**config.mk**
```make
export PLATFORM = sky130hd
export DESIGN_NAME = joystick_jog_with_keepout_box
export DESIGN_NICKNAME = d
export VERILOG_FILES = /design/src/jjk_pkg.sv /design/src/jjk_serial_mul.sv /design/src/joystick_jog_with_keepout_box.sv
export SDC_FILE = /design/constraint.sdc
export NUM_CORES = 2
export LEC_CHECK = 0
export BUFFER_PORTS_ARGS = -buffer_cell sky130_fd_sc_hd__buf_2
export CAP_MARGIN = 15
export CORE_MARGIN = 3
export CORE_UTILIZATION = 27
export CTS_CLUSTER_DIAMETER = 80
export DETAILED_ROUTE_END_ITERATION = 12
export MAX_ROUTING_LAYER = met4
export PLACE_DENSITY = 0.41
export SLEW_MARGIN = 0
export SYNTH_ARGS = -nofsm -noshare
export SYNTH_HDL_FRONTEND = slang
export SYNTH_SLANG_ARGS = --single-unit
```
**constraint.sdc**
```tcl
create_clock -name clk -period 9.7 [get_ports clk]
set_input_delay 1.94 -clock clk [delete_from_list [all_inputs] [get_ports clk]]
set_output_delay 1.94 -clock clk [all_outputs]
set_load 0.1 [all_outputs]
```
**src/jjk_pkg.sv**
```systemverilog
// Shared types, constants and the quarter-wave sine table for the joystick jog block.
// No dependencies; the top level refers to it by scoped names and the testbench imports it.
`timescale 1ns / 1ps
`default_nettype none

package jjk_pkg;

    // position format
    localparam int POS_W = 21;
    localparam logic [POS_W-1:0] POS_MAX = 21'h0FFFFF;
    localparam logic [POS_W-1:0] POS_MIN = 21'h100000;

    // default fixed-point settings
    localparam int POS_FRAC_BITS_DEF = 10;
    localparam int TRIG_FRAC_BITS_DEF = 15;

    // item field widths
    localparam int HEAD_W = 9;
    localparam int DEFL_W = 8;
    localparam int GAIN_W = 16;
    localparam int SINE_W = 16;
    localparam int SINE_IDX_W = 7;

    // angle constants, whole degrees
    localparam int ANGLE_W = 10;
    localparam logic [ANGLE_W-1:0] DEG_90 = 10'd90;
    localparam logic [ANGLE_W-1:0] DEG_180 = 10'd180;
    localparam logic [ANGLE_W-1:0] DEG_270 = 10'd270;
    localparam logic [ANGLE_W-1:0] ANGLE_STEPS = 10'd360;

    // register map
    localparam int ADDR_W = 5;
    localparam int DATA_W = 32;
    localparam logic [2:0] REG_STEP_GAIN = 3'd0;
    localparam logic [2:0] REG_BOX_LEFT = 3'd1;
    localparam logic [2:0] REG_BOX_TOP = 3'd2;
    localparam logic [2:0] REG_BOX_RIGHT = 3'd3;
    localparam logic [2:0] REG_BOX_BOTTOM = 3'd4;
    localparam logic [GAIN_W-1:0] STEP_GAIN_RST = 16'd655;

    // action codes
    localparam logic ACT_JOG = 1'b0;
    localparam logic ACT_LOAD = 1'b1;

    // sequencer states
    typedef enum logic [2:0] {
        ST_IDLE,
        ST_LOOK,
        ST_GAIN,
        ST_TGO,
        ST_TRIG,
        ST_SUM,
        ST_FIN
    } state_t;

    // sine table selection for one angle
    typedef struct packed {
        logic                  neg;
        logic [SINE_IDX_W-1:0] idx;
    } sine_sel_t;

    // round(32768 * sin(k degrees)), k = 0..90
    function automatic logic [SINE_W-1:0] sine_q15(input logic [SINE_IDX_W-1:0] k);
        logic [SINE_W-1:0] v;
        unique case (k)
            7'd0: v = 16'd0;      7'd1: v = 16'd572;    7'd2: v = 16'd1144;
            7'd3: v = 16'd1715;   7'd4: v = 16'd2286;   7'd5: v = 16'd2856;
            7'd6: v = 16'd3425;   7'd7: v = 16'd3993;   7'd8: v = 16'd4560;
            7'd9: v = 16'd5126;   7'd10: v = 16'd5690;  7'd11: v = 16'd6252;
            7'd12: v = 16'd6813;  7'd13: v = 16'd7371;  7'd14: v = 16'd7927;
            7'd15: v = 16'd8481;  7'd16: v = 16'd9032;  7'd17: v = 16'd9580;
            7'd18: v = 16'd10126; 7'd19: v = 16'd10668; 7'd20: v = 16'd11207;
            7'd21: v = 16'd11743; 7'd22: v = 16'd12275; 7'd23: v = 16'd12803;
            7'd24: v = 16'd13328; 7'd25: v = 16'd13848; 7'd26: v = 16'd14365;
            7'd27: v = 16'd14876; 7'd28: v = 16'd15384; 7'd29: v = 16'd15886;
            7'd30: v = 16'd16384; 7'd31: v = 16'd16877; 7'd32: v = 16'd17364;
            7'd33: v = 16'd17847; 7'd34: v = 16'd18324; 7'd35: v = 16'd18795;
            7'd36: v = 16'd19261; 7'd37: v = 16'd19720; 7'd38: v = 16'd20174;
            7'd39: v = 16'd20622; 7'd40: v = 16'd21063; 7'd41: v = 16'd21498;
            7'd42: v = 16'd21926; 7'd43: v = 16'd22348; 7'd44: v = 16'd22763;
            7'd45: v = 16'd23170; 7'd46: v = 16'd23571; 7'd47: v = 16'd23965;
            7'd48: v = 16'd24351; 7'd49: v = 16'd24730; 7'd50: v = 16'd25102;
            7'd51: v = 16'd25466; 7'd52: v = 16'd25822; 7'd53: v = 16'd26170;
            7'd54: v = 16'd26510; 7'd55: v = 16'd26842; 7'd56: v = 16'd27166;
            7'd57: v = 16'd27482; 7'd58: v = 16'd27789; 7'd59: v = 16'd28088;
            7'd60: v = 16'd28378; 7'd61: v = 16'd28660; 7'd62: v = 16'd28932;
            7'd63: v = 16'd29197; 7'd64: v = 16'd29452; 7'd65: v = 16'd29698;
            7'd66: v = 16'd29935; 7'd67: v = 16'd30163; 7'd68: v = 16'd30382;
            7'd69: v = 16'd30592; 7'd70: v = 16'd30792; 7'd71: v = 16'd30983;
            7'd72: v = 16'd31164; 7'd73: v = 16'd31336; 7'd74: v = 16'd31499;
            7'd75: v = 16'd31651; 7'd76: v = 16'd31795; 7'd77: v = 16'd31928;
            7'd78: v = 16'd32052; 7'd79: v = 16'd32166; 7'd80: v = 16'd32270;
            7'd81: v = 16'd32365; 7'd82: v = 16'd32449; 7'd83: v = 16'd32524;
            7'd84: v = 16'd32588; 7'd85: v = 16'd32643; 7'd86: v = 16'd32688;
            7'd87: v = 16'd32723; 7'd88: v = 16'd32748; 7'd89: v = 16'd32763;
            7'd90: v = 16'd32768;
            default: v = 16'd0;
        endcase
        return v;
    endfunction

endpackage

`default_nettype wire

```
**src/jjk_serial_mul.sv**
```systemverilog
// Bit-serial unsigned shift-add multiplier, one multiplier bit per cycle.
// Uses no package items; instantiated by the joystick jog top level.
`timescale 1ns / 1ps
`default_nettype none

module jjk_serial_mul #(
    parameter int A_W = 16,
    parameter int B_W = 8
) (
    input  logic               clk,
    input  logic               rst_n,
    input  logic               start,
    input  logic [A_W-1:0]     a,
    input  logic [B_W-1:0]     b,
    output logic               done,
    output logic [A_W+B_W-1:0] product
);

    localparam int CNT_W = $clog2(B_W + 1);

    logic               busy_reg, busy_next;
    logic [CNT_W-1:0]   cnt_reg, cnt_next;
    logic [A_W-1:0]     a_reg;
    logic [B_W-1:0]     b_reg;
    logic [A_W+B_W-1:0] acc_reg;
    logic [A_W:0]       part_sum;

    // control: count down multiplier bits
    always_comb
    begin
        busy_next = busy_reg;
        cnt_next = cnt_reg;
        done = busy_reg && (cnt_reg == CNT_W'(1));
        if (start)
        begin
            busy_next = 1'b1;
            cnt_next = CNT_W'(B_W);
        end
        else if (busy_reg)
        begin
            cnt_next = cnt_reg - CNT_W'(1);
            if (done)
            begin
                busy_next = 1'b0;
            end
        end
    end

    always_ff @(posedge clk or negedge rst_n)
    begin
        if (!rst_n)
        begin
            busy_reg <= 1'b0;
            cnt_reg <= '0;
        end
        else
        begin
            busy_reg <= busy_next;
            cnt_reg <= cnt_next;
        end
    end

    // add the multiplicand on the high half when the low multiplier bit is set
    assign part_sum = {1'b0, acc_reg[A_W+B_W-1:B_W]} + (b_reg[0] ? {1'b0, a_reg} : '0);

    // datapath: shift right one bit per step
    always_ff @(posedge clk)
    begin
        if (start)
        begin
            a_reg <= a;
            b_reg <= b;
            acc_reg <= '0;
        end
        else if (busy_reg)
        begin
            b_reg <= b_reg >> 1;
            acc_reg <= {part_sum, acc_reg[B_W-1:1]};
        end
    end

    assign product = acc_reg;

endmodule

`default_nettype wire

```
**src/joystick_jog_with_keepout_box.sv**
```systemverilog
// Joystick jog of a target point with a keep-out box: register port, sequencer and datapath.
// Depends on jjk_pkg and jjk_serial_mul.
`timescale 1ns / 1ps
`default_nettype none

// The block holds a target point in signed Q10.10 and returns it once for every
// transaction. A jog transaction steps the point by deflection * step_gain times
// the cosine (x) and sine (y) of the heading, saturates it, and pushes it to a
// keep-out box edge if it lands strictly inside the box; a load transaction sets
// the point directly. Work is done by bit-serial multipliers: the deflection
// times gain pass comes first and the two trig passes then run side by side; a
// load skips them. The block accepts no new transaction until the current result
// is loaded into the output register. A finished result waits in the output
// register; the next transaction is accepted while it waits, and the block holds
// only when a second result is ready before the first is taken. Registers are
// written through the APB-style port at byte address 4 * index; the user must
// write them only while the block is idle, which the block does not enforce.

module joystick_jog_with_keepout_box #(
    parameter int POS_FRAC_BITS = jjk_pkg::POS_FRAC_BITS_DEF,
    parameter int TRIG_FRAC_BITS = jjk_pkg::TRIG_FRAC_BITS_DEF
) (
    input  logic                              clk,
    input  logic                              rst_n,
    // configuration port
    input  logic                              psel,
    input  logic                              penable,
    input  logic                              pwrite,
    input  logic [jjk_pkg::ADDR_W-1:0]        paddr,
    input  logic [jjk_pkg::DATA_W-1:0]        pwdata,
    output logic [jjk_pkg::DATA_W-1:0]        prdata,
    output logic                              pready,
    // input channel
    input  logic                              in_valid,
    output logic                              in_stall,
    input  logic                              action,
    input  logic [jjk_pkg::HEAD_W-1:0]        heading_deg,
    input  logic [jjk_pkg::DEFL_W-1:0]        deflection,
    input  logic signed [jjk_pkg::POS_W-1:0]  load_x,
    input  logic signed [jjk_pkg::POS_W-1:0]  load_y,
    // output channel
    output logic                              out_valid,
    input  logic                              out_stall,
    output logic signed [jjk_pkg::POS_W-1:0]  point_x,
    output logic signed [jjk_pkg::POS_W-1:0]  point_y,
    output logic                              pushed_out
);

    localparam int TRIG_W = TRIG_FRAC_BITS + 1;
    localparam int TFULL_W = TRIG_FRAC_BITS + 17;
    localparam int P1_W = jjk_pkg::GAIN_W + jjk_pkg::DEFL_W;
    localparam int PROD_W = P1_W + TRIG_W;
    localparam int SHIFT = jjk_pkg::GAIN_W + TRIG_FRAC_BITS - POS_FRAC_BITS;
    localparam int MOVE_W = PROD_W - SHIFT + 1;
    localparam int SUM_W = ((MOVE_W > jjk_pkg::POS_W) ? MOVE_W : jjk_pkg::POS_W) + 2;

    // register file
    logic [jjk_pkg::GAIN_W-1:0]       step_gain_reg;
    logic signed [jjk_pkg::POS_W-1:0] box_left_reg, box_top_reg;
    logic signed [jjk_pkg::POS_W-1:0] box_right_reg, box_bottom_reg;
    logic                             cfg_wr;

    // sequencer
    jjk_pkg::state_t state_reg, state_next;
    logic            accept, look_en, gain_start, trig_start, sum_en, load_out;

    // datapath
    logic [jjk_pkg::ANGLE_W-1:0]      head_ext, ang_full, ac_sum, ac_full;
    logic [jjk_pkg::HEAD_W-1:0]       ang_reg, ac_reg;
    logic [jjk_pkg::DEFL_W-1:0]       defl_reg;
    jjk_pkg::sine_sel_t               sel_x, sel_y;
    logic [TFULL_W-1:0]               tfull_x, tfull_y;
    logic [TRIG_W-1:0]                trig_x_reg, trig_y_reg;
    logic                             neg_x_reg, neg_y_reg;
    logic                             gain_done, trig_done, trig_done_y;
    logic [P1_W-1:0]                  p1;
    logic [PROD_W-1:0]                prod_x, prod_y;
    logic signed [jjk_pkg::POS_W-1:0] nx_reg, ny_reg;
    logic                             jog_reg;
    logic signed [jjk_pkg::POS_W-1:0] pos_x_reg, pos_y_reg;
    logic signed [jjk_pkg::POS_W:0]   dx, dy;
    logic [jjk_pkg::POS_W:0]          adx, ady;
    logic                             in_box;
    logic signed [jjk_pkg::POS_W-1:0] fx, fy;
    logic                             fpush;

    // output register
    logic                             out_valid_reg, out_valid_next;
    logic signed [jjk_pkg::POS_W-1:0] point_x_reg, point_y_reg;
    logic                             pushed_reg;

    // table index and sign for a reduced angle
    function automatic jjk_pkg::sine_sel_t sine_sel(input logic [jjk_pkg::HEAD_W-1:0] ang);
        logic [jjk_pkg::ANGLE_W-1:0] a;
        logic [jjk_pkg::ANGLE_W-1:0] t;
        jjk_pkg::sine_sel_t          s;
        a = {1'b0, ang};
        priority if (a <= jjk_pkg::DEG_90)
        begin
            t = a;
            s.neg = 1'b0;
        end
        else if (a <= jjk_pkg::DEG_180)
        begin
            t = jjk_pkg::DEG_180 - a;
            s.neg = 1'b0;
        end
        else if (a <= jjk_pkg::DEG_270)
        begin
            t = a - jjk_pkg::DEG_180;
            s.neg = 1'b1;
        end
        else
        begin
            t = jjk_pkg::ANGLE_STEPS - a;
            s.neg = 1'b1;
        end
        s.idx = t[jjk_pkg::SINE_IDX_W-1:0];
        return s;
    endfunction

    // rounded move added to or taken from one axis, saturated
    function automatic logic signed [jjk_pkg::POS_W-1:0] jog_axis(
        input logic signed [jjk_pkg::POS_W-1:0] pos,
        input logic [PROD_W-1:0]                prod,
        input logic                             neg
    );
        logic [MOVE_W-1:0]        move;
        logic signed [SUM_W-1:0]  pos_e, move_e, s, hi, lo;
        move = {1'b0, prod[PROD_W-1:SHIFT]} + MOVE_W'(prod[SHIFT-1]);
        pos_e = {{(SUM_W - jjk_pkg::POS_W){pos[jjk_pkg::POS_W-1]}}, pos};
        move_e = {{(SUM_W - MOVE_W){1'b0}}, move};
        hi = {{(SUM_W - jjk_pkg::POS_W){1'b0}}, jjk_pkg::POS_MAX};
        lo = {{(SUM_W - jjk_pkg::POS_W){1'b1}}, jjk_pkg::POS_MIN};
        s = neg ? (pos_e - move_e) : (pos_e + move_e);
        if (s > hi)
        begin
            s = hi;
        end
        else if (s < lo)
        begin
            s = lo;
        end
        return s[jjk_pkg::POS_W-1:0];
    endfunction

    // configuration writes
    assign pready = 1'b1;
    assign cfg_wr = psel && penable && pwrite && pready;

    always_ff @(posedge clk or negedge rst_n)
    begin
        if (!rst_n)
        begin
            step_gain_reg <= jjk_pkg::STEP_GAIN_RST;
            box_left_reg <= '0;
            box_top_reg <= '0;
            box_right_reg <= '0;
            box_bottom_reg <= '0;
        end
        else if (cfg_wr)
        begin
            unique case (paddr[4:2])
                jjk_pkg::REG_STEP_GAIN: step_gain_reg <= pwdata[jjk_pkg::GAIN_W-1:0];
                jjk_pkg::REG_BOX_LEFT: box_left_reg <= pwdata[jjk_pkg::POS_W-1:0];
                jjk_pkg::REG_BOX_TOP: box_top_reg <= pwdata[jjk_pkg::POS_W-1:0];
                jjk_pkg::REG_BOX_RIGHT: box_right_reg <= pwdata[jjk_pkg::POS_W-1:0];
                jjk_pkg::REG_BOX_BOTTOM: box_bottom_reg <= pwdata[jjk_pkg::POS_W-1:0];
                default: ;
            endcase
        end
    end

    // configuration reads
    always_comb
    begin
        unique case (paddr[4:2])
            jjk_pkg::REG_STEP_GAIN:
                prdata = {{(jjk_pkg::DATA_W - jjk_pkg::GAIN_W){1'b0}}, step_gain_reg};
            jjk_pkg::REG_BOX_LEFT:
                prdata = {{(jjk_pkg::DATA_W - jjk_pkg::POS_W){box_left_reg[20]}}, box_left_reg};
            jjk_pkg::REG_BOX_TOP:
                prdata = {{(jjk_pkg::DATA_W - jjk_pkg::POS_W){box_top_reg[20]}}, box_top_reg};
            jjk_pkg::REG_BOX_RIGHT:
                prdata = {{(jjk_pkg::DATA_W - jjk_pkg::POS_W){box_right_reg[20]}},
                          box_right_reg};
            jjk_pkg::REG_BOX_BOTTOM:
                prdata = {{(jjk_pkg::DATA_W - jjk_pkg::POS_W){box_bottom_reg[20]}},
                          box_bottom_reg};
            default: prdata = '0;
        endcase
    end

    // sequencer state register
    always_ff @(posedge clk or negedge rst_n)
    begin
        if (!rst_n)
        begin
            state_reg <= jjk_pkg::ST_IDLE;
        end
        else
        begin
            state_reg <= state_next;
        end
    end

    // sequencer next state and strobes
    always_comb
    begin
        state_next = state_reg;
        in_stall = 1'b1;
        accept = 1'b0;
        look_en = 1'b0;
        gain_start = 1'b0;
        trig_start = 1'b0;
        sum_en = 1'b0;
        load_out = 1'b0;
        unique case (state_reg)
            jjk_pkg::ST_IDLE:
            begin
                in_stall = 1'b0;
                accept = in_valid;
                if (in_valid)
                begin
                    state_next = (action == jjk_pkg::ACT_LOAD) ? jjk_pkg::ST_FIN
                                                               : jjk_pkg::ST_LOOK;
                end
            end
            jjk_pkg::ST_LOOK:
            begin
                look_en = 1'b1;
                gain_start = 1'b1;
                state_next = jjk_pkg::ST_GAIN;
            end
            jjk_pkg::ST_GAIN:
            begin
                if (gain_done)
                begin
                    state_next = jjk_pkg::ST_TGO;
                end
            end
            jjk_pkg::ST_TGO:
            begin
                trig_start = 1'b1;
                state_next = jjk_pkg::ST_TRIG;
            end
            jjk_pkg::ST_TRIG:
            begin
                if (trig_done && trig_done_y)
                begin
                    state_next = jjk_pkg::ST_SUM;
                end
            end
            jjk_pkg::ST_SUM:
            begin
                sum_en = 1'b1;
                state_next = jjk_pkg::ST_FIN;
            end
            jjk_pkg::ST_FIN:
            begin
                if (!out_valid_reg || !out_stall)
                begin
                    load_out = 1'b1;
                    state_next = jjk_pkg::ST_IDLE;
                end
            end
            default: state_next = jjk_pkg::ST_IDLE;
        endcase
    end

    // heading reduced to 0..359, cosine taken as sine of heading + 90
    always_comb
    begin
        head_ext = {1'b0, heading_deg};
        ang_full = (head_ext >= jjk_pkg::ANGLE_STEPS) ? (head_ext - jjk_pkg::ANGLE_STEPS)
                                                      : head_ext;
        ac_sum = ang_full + jjk_pkg::DEG_90;
        ac_full = (ac_sum >= jjk_pkg::ANGLE_STEPS) ? (ac_sum - jjk_pkg::ANGLE_STEPS) : ac_sum;
    end

    // table lookup and rescale to the trig format
    always_comb
    begin
        sel_x = sine_sel(ac_reg);
        sel_y = sine_sel(ang_reg);
        tfull_x = ({{(TRIG_FRAC_BITS + 1){1'b0}}, jjk_pkg::sine_q15(sel_x.idx)}
                   << TRIG_FRAC_BITS) + TFULL_W'(16384);
        tfull_y = ({{(TRIG_FRAC_BITS + 1){1'b0}}, jjk_pkg::sine_q15(sel_y.idx)}
                   << TRIG_FRAC_BITS) + TFULL_W'(16384);
    end

    // transaction capture, lookup and sum registers
    always_ff @(posedge clk)
    begin
        if (accept)
        begin
            ang_reg <= ang_full[jjk_pkg::HEAD_W-1:0];
            ac_reg <= ac_full[jjk_pkg::HEAD_W-1:0];
            defl_reg <= deflection;
            jog_reg <= (action == jjk_pkg::ACT_JOG);
            nx_reg <= load_x;
            ny_reg <= load_y;
        end
        else if (sum_en)
        begin
            nx_reg <= jog_axis(pos_x_reg, prod_x, neg_x_reg);
            ny_reg <= jog_axis(pos_y_reg, prod_y, neg_y_reg);
        end
        if (look_en)
        begin
            trig_x_reg <= tfull_x[15 +: TRIG_W];
            trig_y_reg <= tfull_y[15 +: TRIG_W];
            neg_x_reg <= sel_x.neg;
            neg_y_reg <= sel_y.neg;
        end
    end

    // deflection times gain
    jjk_serial_mul #(
        .A_W(jjk_pkg::GAIN_W),
        .B_W(jjk_pkg::DEFL_W)
    ) u_gain_mul (
        .clk(clk),
        .rst_n(rst_n),
        .start(gain_start),
        .a(step_gain_reg),
        .b(defl_reg),
        .done(gain_done),
        .product(p1)
    );

    // scaled deflection times cosine and sine, side by side
    jjk_serial_mul #(
        .A_W(P1_W),
        .B_W(TRIG_W)
    ) u_trig_mul_x (
        .clk(clk),
        .rst_n(rst_n),
        .start(trig_start),
        .a(p1),
        .b(trig_x_reg),
        .done(trig_done),
        .product(prod_x)
    );

    jjk_serial_mul #(
        .A_W(P1_W),
        .B_W(TRIG_W)
    ) u_trig_mul_y (
        .clk(clk),
        .rst_n(rst_n),
        .start(trig_start),
        .a(p1),
        .b(trig_y_reg),
        .done(trig_done_y),
        .product(prod_y)
    );

    // keep-out test and push on the axis with the larger move
    always_comb
    begin
        dx = {nx_reg[jjk_pkg::POS_W-1], nx_reg} - {pos_x_reg[jjk_pkg::POS_W-1], pos_x_reg};
        dy = {ny_reg[jjk_pkg::POS_W-1], ny_reg} - {pos_y_reg[jjk_pkg::POS_W-1], pos_y_reg};
        adx = (dx < 0) ? -dx : dx;
        ady = (dy < 0) ? -dy : dy;
        in_box = jog_reg && (nx_reg > box_left_reg) && (nx_reg < box_right_reg) &&
                 (ny_reg > box_top_reg) && (ny_reg < box_bottom_reg);
        fx = nx_reg;
        fy = ny_reg;
        fpush = in_box;
        if (in_box)
        begin
            if (adx > ady)
            begin
                fx = (dx > 0) ? box_left_reg : box_right_reg;
            end
            else
            begin
                fy = (dy > 0) ? box_top_reg : box_bottom_reg;
            end
        end
    end

    // point state and output handshake
    always_comb
    begin
        out_valid_next = out_valid_reg;
        if (load_out)
        begin
            out_valid_next = 1'b1;
        end
        else if (out_valid_reg && !out_stall)
        begin
            out_valid_next = 1'b0;
        end
    end

    always_ff @(posedge clk or negedge rst_n)
    begin
        if (!rst_n)
        begin
            out_valid_reg <= 1'b0;
            pos_x_reg <= '0;
            pos_y_reg <= '0;
        end
        else
        begin
            out_valid_reg <= out_valid_next;
            if (load_out)
            begin
                pos_x_reg <= fx;
                pos_y_reg <= fy;
            end
        end
    end

    always_ff @(posedge clk)
    begin
        if (load_out)
        begin
            point_x_reg <= fx;
            point_y_reg <= fy;
            pushed_reg <= fpush;
        end
    end

    assign out_valid = out_valid_reg;
    assign point_x = point_x_reg;
    assign point_y = point_y_reg;
    assign pushed_out = pushed_reg;

endmodule

`default_nettype wire

```
After elaboration in Yosys (flattened, before gate mapping) --
Memories as Yosys holds them, arrays and structs flattened. Cells that the tools add are included.
Storage, ports and cells: latch bits 0, bits in read-only memories 4096, memories kept 2, input bits 104, word-level logic and storage cells 199, bits in registers 493, bits in writable memories 0, output and inout bits 78
Cells by class: equality and inequality tests 17, mux-type cells 68, bitwise operators 1, multiply operators 0, shift-type cells 0, reductions and logical operators 27, div/mod/pow operators 0, $add $sub $neg 27, order comparisons 21
Memories:
- (name not given) | depth 128, bits a word 16, rd ports 1, clocked after Yosys merged registers in 0, wr ports 0, RTL line jjk_pkg.sv:65 | unique case (k)
- (name not given) | depth 128, bits a word 16, rd ports 1, clocked after Yosys merged registers in 0, wr ports 0, RTL line jjk_pkg.sv:65
Operators with widths (count):
- $mux 21 | 14
- $pmux 32 s5 | 1
- $sub 21x21->22 | 4
- $mux 16 | 5
- $add 31x15->31 const B | 2
- $add 24x25->25 | 2
- $mux 24 | 2
- $gt 23x21->1 const B | 2
- $lt 23x21->1 const B | 2
- $mux 23 | 2
- $add 21x21->22 | 2
- $gt 22x1->1 const B | 2
- $lt 22x1->1 const B | 2
- $mux 22 | 2
- $neg 22->22 | 2
- $gt 21x21->1 | 2
- $lt 21x21->1 | 2
- $mux 7 | 6
- $add 19x1->20 | 2
- $gt 22x22->1 | 1
- $pmux 3 s7 | 1
- $mux 1 | 20
- $mux 5 | 4
- $le 9x7->1 const B | 2
- 32 further kinds | 75

Longest topological paths before layout --
depth in word-level cells 8, depth in mapped cells 28, depth with buffers taken out 27

Hierarchy --
A second synthesis with hierarchy kept.
Unflattened totals: cells, all modules 4437, area total of the unflattened synthesis 39319.0 um^2
Modules (own cells, without submodules):
- joystick_jog_with_keepout_box | area each 27620.2 um^2, cells an instance 3333, times used 1
- jjk_serial_mul at u_trig_mul_x ... | area each 4454.3 um^2, cells an instance 418, times used 2
- jjk_serial_mul at u_gain_mul | area each 2790.2 um^2, cells an instance 268, times used 1

Least setup slack after synthesis --
No wires, ideal clock.
path kind input port to output port, from input paddr[3] in the netlist's numbering, to output prdata[21] in the netlist's numbering, slack 2.549 ns, stages on the path 5, data arrival time 5.211 ns, path through clkbuf_1 clkbuf_1 mux2i_1 o22ai_1 buf_4
On the way: word-level cells in the longest chain between the ends 2, elaborated cells on any way between the ends 6, classes of those cells 4 x eq/ne; 1 x mux; 1 x reduce/logical
Ends and longest elaborated chain:
- start: declaration | RTL line joystick_jog_with_keepout_box.sv:29 | input logic [jjk_pkg::ADDR_W-1:0] paddr,
- $eq 3x3->1 (tied with other cells) | RTL line joystick_jog_with_keepout_box.sv:177 | unique case (paddr[4:2])
- $pmux 32 s5 (*) | RTL line joystick_jog_with_keepout_box.sv:177
- end: declaration | RTL line joystick_jog_with_keepout_box.sv:31 | output logic [jjk_pkg::DATA_W-1:0] prdata,
Mark *: on every way between the ends. The rest lies on a longest branch, timed or not.

Final worst setup path --
from register ny_reg[0] in the netlist's numbering, to register point_y_reg (netlist bit point_y[10]) (data pin)
On the way: word-level cells in the longest chain between the ends 6, elaborated cells on any way between the ends 13, classes of those cells 2 x add/sub; 5 x order compare; 4 x mux; 2 x reduce/logical
Ends and longest elaborated chain:
- start: declaration | RTL line joystick_jog_with_keepout_box.sv:78 | logic signed [jjk_pkg::POS_W-1:0] nx_reg, ny_reg;
- start signal: assignment | RTL line joystick_jog_with_keepout_box.sv:302 | ny_reg <= load_y;
- start signal: assignment | RTL line joystick_jog_with_keepout_box.sv:307 | ny_reg <= jog_axis(pos_y_reg, prod_y, neg_y_reg);
- $sub 21x21->22 | RTL line joystick_jog_with_keepout_box.sv:363 | dy = {ny_reg[jjk_pkg::POS_W-1], ny_reg} - {pos_y_reg[jjk_pkg::POS_W-1], pos_y_reg};
- $neg 22->22 or $lt 22x1->1 (tied branches) | RTL line joystick_jog_with_keepout_box.sv:365 | ady = (dy < 0) ? -dy : dy;
- $mux 22 | RTL line joystick_jog_with_keepout_box.sv:365
- $gt 22x22->1 | RTL line joystick_jog_with_keepout_box.sv:373 | if (adx > ady)
- $mux 21 | RTL line joystick_jog_with_keepout_box.sv:373
- $mux 21 (*) | RTL line joystick_jog_with_keepout_box.sv:371 | if (in_box)
- via fy (one bit) | RTL line joystick_jog_with_keepout_box.sv:84 | logic signed [jjk_pkg::POS_W-1:0] fx, fy;
- end signal: assignment | RTL line joystick_jog_with_keepout_box.sv:422 | point_y_reg <= fy;
- end: declaration | RTL line joystick_jog_with_keepout_box.sv:89 | logic signed [jjk_pkg::POS_W-1:0] point_x_reg, point_y_reg;
Mark *: on every way through the listed nets, which the timed path passes. The rest lies on a longest branch. A chain may end at the register's enable or synchronous reset.

==> run summary <==
- Main synth FF type: sky130_fd_sc_hd__edfxtp_1
- Setup Buffers After CTS: 0
- Peak Freq: 134 MHz
- Die Ht: 374 um
- count of placed standard cells in the final layout, fillers left out: 6,106
- Area Growth Syn to Fin: 12.5%
- Post-synth EDFFs: 225
- final worst path period need: 7.44 ns
- share of async-settable or async-resettable flops after synthesis: 0.354
- share of synthesized area occupied by flip-flops and latches: 0.337
- utilization after layout: 0.307
- total length of routed wires: 131,000 um
- synthesis-stage register bit count: 460
- count of fill cells added during filler insertion: 14.3k
- post-route ant nets: 0
- flip-flop and latch area: 12,300 sq um
- required time at the endpoint of the critical path: 10.12 ns
- final cycle utilization of the critical path: 0.767
- Port Buffers: 167
- slowest CP cell: sky130_fd_sc_hd__nand2_1
- nets in the synthesized netlist: 4,652
- number of design rule violations left after detail routing: 0
- largest net degree at the start of global routing: 87
- cell area after technology mapping: 36,500 sq um
- Layout Nets: 4,701
- Crit path buffers/inverters: 3
- Via density: 5.19
- portion of synthesized cell area occupied by the leading cell type: 0.185
- CP delay by family, top: simple AND/OR/NAND/NOR gates
- total global routing overflow: 0
- layout cells sized above 1: 0.116
- global-route wire length before repair: 196,000 um
- top cell type by total area after synthesis: sky130_fd_sc_hd__edfxtp_1
- multi-input logic area: 22,300 sq um
- setup repair after global routing missed its margin: false
- core area: 134,000 sq um
- placed cell count: 5,990
- total negative slack: 0 ns
- pre-CTS setup slack: 2.36 ns
- final setup violation count: 0
- H-tree depth reported by CTS: 2
- io pins: 182
- slowest stage delay, CP: 0.82 ns
- setup slack after layout: 2.26 ns
- classification of the worst setup path: reg2reg
- arrival time worst endpoint: 7.85 ns
- overall die area: 140,000 sq um
- insertion delay to the later sink of the worst-skew pair: 0.69 ns
- # clock sinks: 460
- count of final max-slew check failures: 0
- Worst slew margin: 0.207
- clock tree root buffer cell: sky130_fd_sc_hd__clkbuf_16
- run status: finished, final reports clean
- initial antenna violation count: 13
- largest clock skew in the final design: 0.0539 ns
- worst slew pin tran: 1.19 ns
- Yosys Warn Count: 0
- crit path capture type: flip-flop
- number of global-route vias before repair: 30.2k
- width of the die: 374 um
- hold-fix buffers at CTS: 0
- Hold WC Path Type: reg2reg
- iteration-0 DRC count of the detailed router: 2,634
- crit path launch type: flip-flop
- hold violation count in the final report: 0
- placer congestion estimate: 0.876
- Avg Inst Size Synth: 8.61 sq um
- most used cell along the critical path: sky130_fd_sc_hd__a21oi_1
- detailed placer's ending HPWL: 98,600 um
- total global-route track usage: 0.187
- maximum buffer depth of the clock tree: 3
- number of core rows: 134
- peak fanout along the critical path: 24
- Initial Utilization: 0.273
- total number of vias: 31.7k
- TritonCTS clock tree: yes
- distinct cell type count of the synthesized netlist: 118
- Clock transition at path regs: 0.06 ns
- post-synthesis cell count: 4,236
- CTS-repair resized insts: 0
- Area contributors post-synth: sky130_fd_sc_hd__edfxtp_1 (19%), sky130_fd_sc_hd__dfrtp_1 (11%), sky130_fd_sc_hd__ha_1 (10%), sky130_fd_sc_hd__nand2_1 (5.0%), sky130_fd_sc_hd__dfxtp_1 (3.9%)
- # Max-Cap Violations: 0
- clock buffer count from CTS: 61
- Initial DRT Pass Iterations: 6
- routed wire length per instance: 21.5 um
stage by stage:
stage / instance area [sq um] / hold slack, ns
after CTS: 41000 / 0.437
after global routing: 41000 / 0.454
after global placement: 39000 / 0.424
after detailed placement: 39000 / 0.418
final: 41000 / 0.430
after floorplan: 36500 / 0.408
routing by layer:
| layer | routed length (um) | part of all wire | track usage | vias up |
|---|---|---|---|---|
| met2 | 54600 | 0.42 | 0.265 | 856 |
| met4 | 2400 | 0.018 | 0.0371 | 0 |
| met3 | 8440 | 0.064 | 0.0356 | 133 |
| met1 | 65700 | 0.50 | 0.274 | 15200 |
| li1 | - | - | - | 15500 |
| met5 | 0 | 0 | - | - |
layout make-up:
class,instances,area share
multi-input cells,3292,0.543
inverters,250,0.0229
diodes,1,0.0000610
well taps,1768,0.0539
flip-flops and latches,460,0.299
clock buffers,73,0.0390
clock inverters,42,0.0117
repair buffers,220,0.0302
Yosys cell counts, types with 17 or more instances:
cell type,instances
sky130_fd_sc_hd__nand2_1,486
sky130_fd_sc_hd__nor2_1,358
sky130_fd_sc_hd__ha_1,303
sky130_fd_sc_hd__a21oi_1,270
sky130_fd_sc_hd__inv_1,246
sky130_fd_sc_hd__o21ai_0,242
sky130_fd_sc_hd__edfxtp_1,225
sky130_fd_sc_hd__clkbuf_1,168
sky130_fd_sc_hd__dfrtp_1,157
sky130_fd_sc_hd__xnor2_1,157
sky130_fd_sc_hd__nor3_1,137
sky130_fd_sc_hd__xor2_1,92
sky130_fd_sc_hd__and2_1,84
sky130_fd_sc_hd__nand3_1,79
sky130_fd_sc_hd__a21o_1,78
sky130_fd_sc_hd__dfxtp_1,72
sky130_fd_sc_hd__o22ai_1,72
sky130_fd_sc_hd__mux2i_1,71
sky130_fd_sc_hd__a31oi_1,58
sky130_fd_sc_hd__nand4_1,45
sky130_fd_sc_hd__a211oi_1,43
sky130_fd_sc_hd__mux2_2,42
sky130_fd_sc_hd__o21ai_1,39
sky130_fd_sc_hd__nor2b_1,34
sky130_fd_sc_hd__o21a_1,34
sky130_fd_sc_hd__nand2b_1,31
sky130_fd_sc_hd__and3_1,29
sky130_fd_sc_hd__o41ai_1,28
sky130_fd_sc_hd__o211ai_1,27
sky130_fd_sc_hd__or3_1,22
sky130_fd_sc_hd__o31ai_1,21
sky130_fd_sc_hd__nor2_2,20
sky130_fd_sc_hd__o41ai_2,20
sky130_fd_sc_hd__a221oi_1,19
sky130_fd_sc_hd__nor3_2,18
sky130_fd_sc_hd__nor4_1,18
sky130_fd_sc_hd__buf_1,17
logic make-up (layout without fill, tap and decap cells):
group / Yosys count / count (layout) / share of synthesized area
DFF: 460 / 460 / 0.337
adders and majority gates: 318 / 318 / 0.110
xor gates and xnor gates: 252 / 252 / 0.0613
and+or+nand+nor: 1438 / 1438 / 0.188
other: 1 / 2 / 0.000103
buffers and inverters: 484 / 585 / 0.0559
AOI/OAI and AO/OA: 1170 / 1170 / 0.215
muxes: 113 / 113 / 0.0324
final timing paths:
path / start / end / slack (ns) / cells past startpoint
max reg2reg: ny_reg[0]$_DFFE_PP_ / point_y[10]$_DFFE_PP_ / 2.26 / 26
max: ny_reg[0]$_DFFE_PP_ / point_y[10]$_DFFE_PP_ / 2.26 / 26
max in group asynchronous: rst_n / box_left_reg[7]$_DFFE_PN0P_ / 6.96 / 2
min in group asynchronous: rst_n / box_bottom_reg[3]$_DFFE_PN0P_ / 1.21 / 1
min: u_gain_mul.product[0]$_SDFFE_PP0P_ / u_trig_mul_x.a_reg[0]$_DFFE_PP_ / 0.43 / 0
min reg2reg: u_gain_mul.product[0]$_SDFFE_PP0P_ / u_trig_mul_x.a_reg[0]$_DFFE_PP_ / 0.43 / 0
layout by cell type (no fill, tap or decap), drive strengths merged, types with 17 or more instances in the layout:
master,instances
a211oi,47
a21o,78
a21oi,271
a221oi,19
a31oi,59
and2,85
and3,31
buf,220
clkbuf,73
clkinv,30
dfrtp,157
dfxtp,72
edfxtp,225
ha,303
inv,254
mux2,42
mux2i,71
nand2,488
nand2b,31
nand3,79
nand4,46
nor2,378
nor2b,34
nor3,157
nor4,21
o211ai,28
o21a,35
o21ai,281
o22ai,72
o31ai,21
o41ai,49
or2,17
or3,23
xnor2,158
xor2,93
Power is not shown: default switching activity piles up to over one toggle a cycle in this logic, so the estimate is an artifact.
